==> src/hw/rtl/fir_filter_q16_unit_defines.svh <==
// ----------------------------------------------------------------------------
// FIR filter assertion macros
// Shared concurrent assertion wrappers, removed when SYNTHESIS is defined.
// ----------------------------------------------------------------------------
`ifndef FIR_FILTER_Q16_UNIT_DEFINES_SVH
`define FIR_FILTER_Q16_UNIT_DEFINES_SVH

`ifndef SYNTHESIS
`define FQ_ASSERT(label, clk, rst, prop, msg) \
  label: assert property (@(posedge clk) disable iff (rst) prop) else $error(msg);
`define FQ_ASSERT_ALWAYS(label, clk, prop, msg) \
  label: assert property (@(posedge clk) prop) else $error(msg);
`else
`define FQ_ASSERT(label, clk, rst, prop, msg)
`define FQ_ASSERT_ALWAYS(label, clk, prop, msg)
`endif

`endif

==> src/hw/rtl/fir_q16_pkg.sv <==
// ----------------------------------------------------------------------------
// FIR filter package
// Constants, state encoding and controller/datapath interface types.
// ----------------------------------------------------------------------------
package fir_q16_pkg;

  localparam int MAX_TAPS = 32;
  localparam int TAP_IDX_W = $clog2(MAX_TAPS);
  localparam int TAP_CNT_W = 6;
  localparam int SAMPLE_W = 16;
  localparam int ACC_W = 32;

  localparam logic [TAP_CNT_W-1:0] TAP_COUNT_RESET = TAP_CNT_W'(32);
  localparam logic [TAP_CNT_W-1:0] TAP_COUNT_MAX = TAP_CNT_W'(MAX_TAPS);
  localparam logic [ACC_W-1:0] ROUND_CONST = 32'h0000_8000;

  localparam logic CMD_FILTER = 1'b0;
  localparam logic CMD_LOAD = 1'b1;

  typedef logic [TAP_IDX_W-1:0] tap_idx_t;
  typedef logic [TAP_CNT_W-1:0] tap_cnt_t;

  typedef enum logic [1:0] {
    ST_IDLE,
    ST_MAC,
    ST_FLUSH,
    ST_DONE
  } state_t;

  typedef struct packed {
    logic shift_en;
    logic coef_we;
    logic clear;
    logic prod_en;
    logic out_load;
    tap_idx_t tap_idx;
    tap_idx_t hist_idx;
  } dp_cmd_t;

  typedef struct packed {
    logic out_busy;
  } dp_status_t;

endpackage

==> src/hw/rtl/fir_filter_q16_unit.sv <==
// ----------------------------------------------------------------------------
// FIR filter, signed 16-bit, Q16 coefficients
// Direct-form FIR filter with a loadable coefficient store.
// ----------------------------------------------------------------------------
// Input stream: tuser selects the transaction kind (0 filters a sample,
// 1 loads a coefficient); tdata carries the coefficient slot and the value.
// A load writes one coefficient slot and produces no output transaction.
// A sample shifts into the delay line and produces one output transaction
// holding the rounded sum of products, bits 31..16 of (sum + 0x8000).
// The sum is formed by one shared multiplier, one tap per cycle, over the K
// taps in use (at most 32): the MAC state issues the products, FLUSH lets
// the last one reach the accumulator and DONE loads the output register;
// with no taps in use, IDLE goes straight to DONE.
// The output register lets the next transaction be accepted while a result
// waits; if the receiver stalls, the following result waits in the controller
// and no further input is taken until the output register is free.
// The tap count is written on the cfg channel; the user must write it only
// while the block is idle, which the block does not enforce. Reset clears the
// delay line and the coefficient store and sets the tap count to 32.
// ----------------------------------------------------------------------------
module fir_filter_q16_unit (
  input  logic        clk,
  input  logic        rst,
  input  logic        s_axis_tvalid,
  output logic        s_axis_tready,
  input  logic [23:0] s_axis_tdata,  // coef_index [4:0], value [20:5], zero fill
  input  logic        s_axis_tuser,  // command [0]
  output logic        m_axis_tvalid,
  input  logic        m_axis_tready,
  output logic [15:0] m_axis_tdata,  // filtered_sample [15:0]
  input  logic        cfg_valid,
  output logic        cfg_ready,
  input  logic [5:0]  cfg_data
);

  fir_q16_pkg::dp_cmd_t    cmd;
  fir_q16_pkg::dp_status_t status;
  logic signed [15:0]      out_data;

  fir_q16_ctrl u_ctrl (
    .clk       (clk),
    .rst       (rst),
    .in_valid  (s_axis_tvalid),
    .in_ready  (s_axis_tready),
    .command   (s_axis_tuser),
    .cfg_valid (cfg_valid),
    .cfg_ready (cfg_ready),
    .cfg_data  (cfg_data),
    .cmd       (cmd),
    .status    (status)
  );

  fir_q16_dp u_dp (
    .clk        (clk),
    .rst        (rst),
    .cmd        (cmd),
    .status     (status),
    .coef_index (s_axis_tdata[4:0]),
    .value      ($signed(s_axis_tdata[20:5])),
    .out_valid  (m_axis_tvalid),
    .out_ready  (m_axis_tready),
    .out_data   (out_data)
  );

  assign m_axis_tdata = out_data;

endmodule

==> src/hw/rtl/fir_q16_dp.sv <==
// ----------------------------------------------------------------------------
// FIR filter datapath
// Delay line, coefficient store, multiplier, accumulator and output register.
// ----------------------------------------------------------------------------
module fir_q16_dp (
  input  logic                                   clk,
  input  logic                                   rst,
  input  fir_q16_pkg::dp_cmd_t                   cmd,
  output fir_q16_pkg::dp_status_t                status,
  input  fir_q16_pkg::tap_idx_t                  coef_index,
  input  logic signed [fir_q16_pkg::SAMPLE_W-1:0] value,
  output logic                                   out_valid,
  input  logic                                   out_ready,
  output logic signed [fir_q16_pkg::SAMPLE_W-1:0] out_data
);

  logic signed [fir_q16_pkg::SAMPLE_W-1:0] hist [fir_q16_pkg::MAX_TAPS];
  logic signed [fir_q16_pkg::SAMPLE_W-1:0] coef [fir_q16_pkg::MAX_TAPS];
  logic signed [fir_q16_pkg::ACC_W-1:0]    prod;
  logic                                    prod_valid;
  logic [fir_q16_pkg::ACC_W-1:0]           acc;
  logic [fir_q16_pkg::ACC_W-1:0]           rounded;

  always_ff @(posedge clk) begin
    if (rst) begin
      for (int i = 0; i < fir_q16_pkg::MAX_TAPS; i++) begin
        hist[i] <= '0;
        coef[i] <= '0;
      end
    end else begin
      if (cmd.shift_en) begin
        hist[0] <= value;
        for (int i = 1; i < fir_q16_pkg::MAX_TAPS; i++) begin
          hist[i] <= hist[i-1];
        end
      end
      if (cmd.coef_we) begin
        coef[coef_index] <= value;
      end
    end
  end

  always_ff @(posedge clk) begin
    if (cmd.prod_en) begin
      prod <= fir_q16_pkg::ACC_W'(coef[cmd.tap_idx]) * fir_q16_pkg::ACC_W'(hist[cmd.hist_idx]);
    end
  end

  always_ff @(posedge clk) begin
    if (rst) begin
      prod_valid <= 1'b0;
      acc <= '0;
    end else begin
      prod_valid <= cmd.prod_en;
      if (cmd.clear) begin
        acc <= '0;
      end else if (prod_valid) begin
        acc <= acc + prod;
      end
    end
  end

  assign rounded = acc + fir_q16_pkg::ROUND_CONST;

  always_ff @(posedge clk) begin
    if (rst) begin
      out_valid <= 1'b0;
    end else if (cmd.out_load) begin
      out_valid <= 1'b1;
    end else if (out_ready) begin
      out_valid <= 1'b0;
    end
  end

  always_ff @(posedge clk) begin
    if (cmd.out_load) begin
      out_data <= rounded[fir_q16_pkg::ACC_W-1 -: fir_q16_pkg::SAMPLE_W];
    end
  end

  assign status.out_busy = out_valid & ~out_ready;

endmodule

==> src/hw/rtl/fir_q16_ctrl.sv <==
// ----------------------------------------------------------------------------
// FIR filter controller
// Sequences one multiply-accumulate per tap and holds the tap count register.
// ----------------------------------------------------------------------------
`include "fir_filter_q16_unit_defines.svh"

module fir_q16_ctrl (
  input  logic                       clk,
  input  logic                       rst,
  input  logic                       in_valid,
  output logic                       in_ready,
  input  logic                       command,
  input  logic                       cfg_valid,
  output logic                       cfg_ready,
  input  fir_q16_pkg::tap_cnt_t      cfg_data,
  output fir_q16_pkg::dp_cmd_t       cmd,
  input  fir_q16_pkg::dp_status_t    status
);

  fir_q16_pkg::state_t   state;
  fir_q16_pkg::state_t   state_next;
  fir_q16_pkg::tap_cnt_t tap_count;
  fir_q16_pkg::tap_cnt_t taps;
  fir_q16_pkg::tap_cnt_t last_tap;
  fir_q16_pkg::tap_idx_t tap;
  fir_q16_pkg::tap_idx_t tap_next;
  logic                  in_accept;

  assign cfg_ready = 1'b1;

  always_ff @(posedge clk) begin
    if (rst) begin
      tap_count <= fir_q16_pkg::TAP_COUNT_RESET;
    end else if (cfg_valid) begin
      tap_count <= cfg_data;
    end
  end

  assign taps = (tap_count > fir_q16_pkg::TAP_COUNT_MAX) ? fir_q16_pkg::TAP_COUNT_MAX
                                                       : tap_count;
  assign last_tap = taps - fir_q16_pkg::TAP_CNT_W'(1);
  assign in_accept = in_valid & in_ready;

  always_ff @(posedge clk) begin
    if (rst) begin
      state <= fir_q16_pkg::ST_IDLE;
      tap <= '0;
    end else begin
      state <= state_next;
      tap <= tap_next;
    end
  end

  always_comb begin
    state_next = state;
    tap_next = tap;
    in_ready = 1'b0;
    cmd = '0;
    cmd.tap_idx = tap;
    cmd.hist_idx = last_tap[fir_q16_pkg::TAP_IDX_W-1:0] - tap;
    unique case (state)
      fir_q16_pkg::ST_IDLE: begin
        in_ready = 1'b1;
        if (in_valid) begin
          if (command == fir_q16_pkg::CMD_LOAD) begin
            cmd.coef_we = 1'b1;
          end else begin
            cmd.shift_en = 1'b1;
            cmd.clear = 1'b1;
            tap_next = '0;
            state_next = (taps == '0) ? fir_q16_pkg::ST_DONE : fir_q16_pkg::ST_MAC;
          end
        end
      end
      fir_q16_pkg::ST_MAC: begin
        cmd.prod_en = 1'b1;
        tap_next = tap + fir_q16_pkg::TAP_IDX_W'(1);
        if ({1'b0, tap} == last_tap) begin
          state_next = fir_q16_pkg::ST_FLUSH;
        end
      end
      fir_q16_pkg::ST_FLUSH: begin
        state_next = fir_q16_pkg::ST_DONE;
      end
      fir_q16_pkg::ST_DONE: begin
        if (!status.out_busy) begin
          cmd.out_load = 1'b1;
          state_next = fir_q16_pkg::ST_IDLE;
        end
      end
      default: begin
        state_next = fir_q16_pkg::ST_IDLE;
      end
    endcase
  end

  `FQ_ASSERT(a_mac_in_range, clk, rst,
             (state == fir_q16_pkg::ST_MAC) |-> ({1'b0, tap} < taps),
             "Tap counter ran past the tap count.")
  `FQ_ASSERT(a_sample_starts, clk, rst,
             (in_accept && command == fir_q16_pkg::CMD_FILTER && taps != '0)
               |=> (state == fir_q16_pkg::ST_MAC),
             "Accepted sample did not start the accumulation.")
  `FQ_ASSERT(a_flush_after_mac, clk, rst,
             (state == fir_q16_pkg::ST_FLUSH) |-> ($past(state) == fir_q16_pkg::ST_MAC),
             "Flush entered without an accumulation.")
  `FQ_ASSERT(a_load_stays_idle, clk, rst,
             (in_accept && command == fir_q16_pkg::CMD_LOAD)
               |=> (state == fir_q16_pkg::ST_IDLE),
             "Coefficient load left the idle state.")

endmodule

==> config.mk <==
export PLATFORM = sky130hd
export DESIGN_NAME = fir_filter_q16_unit
export DESIGN_NICKNAME = d
export VERILOG_FILES = /design/src/hw/rtl/fir_q16_pkg.sv /design/src/hw/rtl/fir_filter_q16_unit.sv /design/src/hw/rtl/fir_q16_dp.sv /design/src/hw/rtl/fir_q16_ctrl.sv
export VERILOG_INCLUDE_DIRS = /design/src /design/src/hw/rtl
export SDC_FILE = /design/constraint.sdc
export NUM_CORES = 2
export LEC_CHECK = 0
export BUFFER_PORTS_ARGS = -buffer_cell sky130_fd_sc_hd__buf_2
export CORE_UTILIZATION = 69
export CTS_CLUSTER_SIZE = 14
export DETAILED_ROUTE_END_ITERATION = 8
export GPL_ROUTABILITY_DRIVEN = 0
export GPL_TIMING_DRIVEN = 1
export PLACE_DENSITY = 0.89
export SLEW_MARGIN = 25
export SYNTH_ARGS = -nofsm -noshare
export SYNTH_HDL_FRONTEND = slang
export SYNTH_HIERARCHICAL = 1
export SYNTH_SLANG_ARGS = --single-unit
==> constraint.sdc <==
create_clock -name clk -period 27.6 [get_ports clk]
set_clock_uncertainty 0.2 [all_clocks]
set_input_delay 5.52 -clock clk [delete_from_list [all_inputs] [get_ports clk]]
set_output_delay 5.52 -clock clk [all_outputs]
set_load 0.02 [all_outputs]
==> flow_metrics.tcl <==
set metrics [dict create \
    ys_seq_elements 1119 \
    cpMaxStageDelayCell "fa_4" \
    die_h_microns 300 \
    reg2reg_to "u_dp/prod[30]" \
    synth.distinct_cells 72 \
    wl_per_cell_microns 25.2 \
    antenna_found_initial 1 \
    clk_pin_slew_worst_paths_ns 0.06 \
    wl_microns 139000 \
    synth_top_cells_by_area "edfxtp_1 (52%), mux4_2 (12%), fa_1 (8.6%), and2_1 (8.2%), ha_1 (2.6%)" \
    grt_pass1_wl_microns 215000 \
    cp.arrival_ns 12.02 \
    core-area_sq_um 87400 \
    finalMaxSlewViolations 0 \
    dp_hpwl_microns 83300 \
    status "finished, final reports clean" \
    vias 35900 \
    setup_viol 0 \
    r2r_setup_slack_ns 15.83 \
    start_util_pct 70.1 \
    cts_tree "done" \
    cpMostUsedCell "fa_1" \
    clock_latency_ns 0.71 \
    fin_nets 4720 \
    cts_num_sinks 1119 \
    postPlaceCellArea_sq_um 62400 \
    r2r-start "u_ctrl/tap[0]" \
    critPathLaunch "u_ctrl/tap[0]" \
    ctsLongestPathBuffers 3 \
    drtAntennaViolNets 0 \
    synth.cell_area_sq_um 61300 \
    fp-row-count 108 \
    num_io_pins 55 \
    yosysSeqAreaShare_pct 54.0 \
    synth_nets 4765 \
    avgSynthCellArea_sq_um 14.1 \
    cts_made_buffers 109 \
    cp-endpoint "u_dp/prod[30]" \
    root_buffer "clkbuf_16" \
    synth_common_cells "edfxtp_1 (1072), and2_1 (807), inv_1 (322)" \
    reg2reg_depth 28 \
    die-width_microns 300 \
    min_period_ns 11.77 \
    cap_violations 0 \
    synth_warnings 6 \
    ys.flop_type "edfxtp_1" \
    htreeDepth 3 \
    synth_top_area_cell "edfxtp_1" \
    n_antenna_cell 0 \
    synth_edf_count 1072 \
    end_kind "flop" \
    cp_max_fo 55 \
    tns_ns 0 \
    gr-total-overflow 0 \
    cts_hold_buf 0 \
    cts_setup_buffers 0 \
    hold_path.class "flop to flop" \
    io_buffer_count 50 \
    cp-start-kind "flop" \
    fmax_mhz 85.0 \
    crit_type "flop to flop" \
    post-route-period-util_pct 42.6 \
    final_area_sq_um 66000 \
    grt_usage_pct 31.8 \
    required_ns 27.85 \
    postCtsResizedCells 0 \
    via_per_inst 6.49 \
    rsz0062_at_grt "false" \
    grt_pass1_vias 37200 \
    synth_top_area_share_pct 52.5 \
    drt_first_pass_iters 6 \
    hold_violations 0 \
    tightest_slew_ns 1.08 \
    route.detailed.drc 0 \
    grt_start_max_net_pins 199 \
    fp.dieArea_sq_um 90100 \
    layout-drive-gt1-share_pct 15.8 \
    areaGrowthSynthToFinish_pct 7.55 \
    synthArstFlopShare_pct 0 \
    yosysMostFrequentCell "edfxtp_1" \
    drt_iter0_drc 4280 \
    syn_inst 4339 \
    slowest_delay_ns 1.20 \
    slew_headroom_pct 26.9 \
]
==> layer usage <==
| metal | up-vias | GRT usage, % | routed length, microns |
|---|---|---|---|
| li1 | 15100 | - | - |
| met3 | 383 | 6.03 | 14700 |
| met2 | 2335 | 52.3 | 69000 |
| met4 | 2 | 12.6 | 5500 |
| met5 | - | 0 | 11 |
| met1 | 18100 | 42.3 | 50200 |
==> final cells by class <==
type	instances	area [sq um]
timing repair buffer	107	719
multi-input combinational	2624	25900
fill	4713	21500
sequential	1119	33100
clock inverter	53	569
clock buffer	147	2920
inverter	333	1260
tap	1155	1450
==> stage by stage <==
| stage | util (%) | hold slack (ns) | setup slack, ns | cells |
|---|---|---|---|---|
| 6_report | 75.4 | 0.306 | 15.83 | 5538 |
| 5_1_grt | 75.4 | 0.333 | 15.26 | 5538 |
| 4_1_cts | 75.4 | 0.301 | 15.76 | 5538 |
| 3_5_place_dp | 71.4 | 0.292 | 15.80 | 5338 |
| 3_3_place_gp | 71.4 | 0.270 | 15.99 | 5338 |
| 2_1_floorplan | - | 0.257 | 14.32 | 4339 |
==> state kept, by name, indices dropped and copies added, names as in the netlist <==
| register | cells |
|---|---|
| u_ctrl/state | 2 |
| u_dp/prod_valid | 1 |
| u_dp/out_data | 16 |
| u_dp/out_valid | 1 |
| u_ctrl/tap_count | 6 |
| u_dp/hist | 512 |
| u_dp/acc | 32 |
| u_ctrl/tap | 5 |
| u_dp/coef | 512 |
| u_dp/prod | 32 |
==> cell families (layout without fill, tap and decap cells) <==
| kind of cell | count (synthesis) | count (layout) | share of synthesized area (%) |
|---|---|---|---|
| AO/OA/AOI/OAI | 203 | 203 | 2.16 |
| XOR/XNOR | 81 | 81 | 1.17 |
| adder cells (fa/ha/maj) | 390 | 390 | 11.2 |
| buffers and inverters | 596 | 640 | 3.88 |
| flip-flops | 1119 | 1119 | 54.0 |
| multiplexers | 376 | 376 | 13.0 |
| other | 1 | 1 | 0.00611 |
| AND/OR/NAND/NOR | 1573 | 1573 | 14.6 |
==> layout by cell type (no fill, tap or decap), types with 7 or more instances in the layout <==
cell type and count:
clkbuf_1 35, nor3_1 9, mux2_2 9, inv_1 321
buf_4 53, o21a_1 8, mux2i_4 12, nand3_1 28
o21ai_0 39, fa_1 263, nand4_1 14, a21o_1 25
nor2b_1 247, mux2i_1 25, and2_1 807, and3_1 7
inv_2 11, a211oi_1 11, xor2_1 22, clkbuf_16 111
bufinv_16 9, clkinv_2 15, mux2i_2 10, ha_1 126
nand2b_1 26, nand3b_1 13, clkinv_1 17, dfxtp_1 42
edfxtp_1 1072, buf_2 49, mux4_2 320, or3_1 9
xnor2_1 55, a21oi_1 60, a31oi_1 7, a211o_1 9
nand2_1 102, or2_2 48, nor2_1 241
==> worst min path at each step <==
stage / startpoint / end / slack, ns / depth (start not counted)
final: u_dp/acc[1] / u_dp/acc[1] / 0.31 / 2
after global routing: u_dp/acc[12] / u_dp/acc[12] / 0.33 / 2
after CTS: u_dp/acc[1] / u_dp/acc[1] / 0.30 / 2
after detailed placement: u_dp/acc[1] / u_dp/acc[1] / 0.29 / 2
after global placement: u_dp/acc[11] / u_dp/acc[11] / 0.27 / 2
after floorplan: u_dp/acc[11] / u_dp/acc[11] / 0.26 / 2
==> worst max-delay path: cells and delay by family, from the launching register on <==
| kind | cells | cell delay, ns |
|---|---|---|
| AND/OR/NAND/NOR | 1 | 0.17 |
| XOR/XNOR | 1 | 0.07 |
| multiplexers | 3 | 1.67 |
| buffers and inverters | 7 | 2.00 |
| flip-flops | 1 | 0.76 |
| adder cells (fa/ha/maj) | 9 | 4.83 |
| AO/OA/AOI/OAI | 7 | 1.73 |
Power is left out: the tool's default activity adds up to more than one toggle a clock period on the data nets, which glitch-free logic cannot reach.
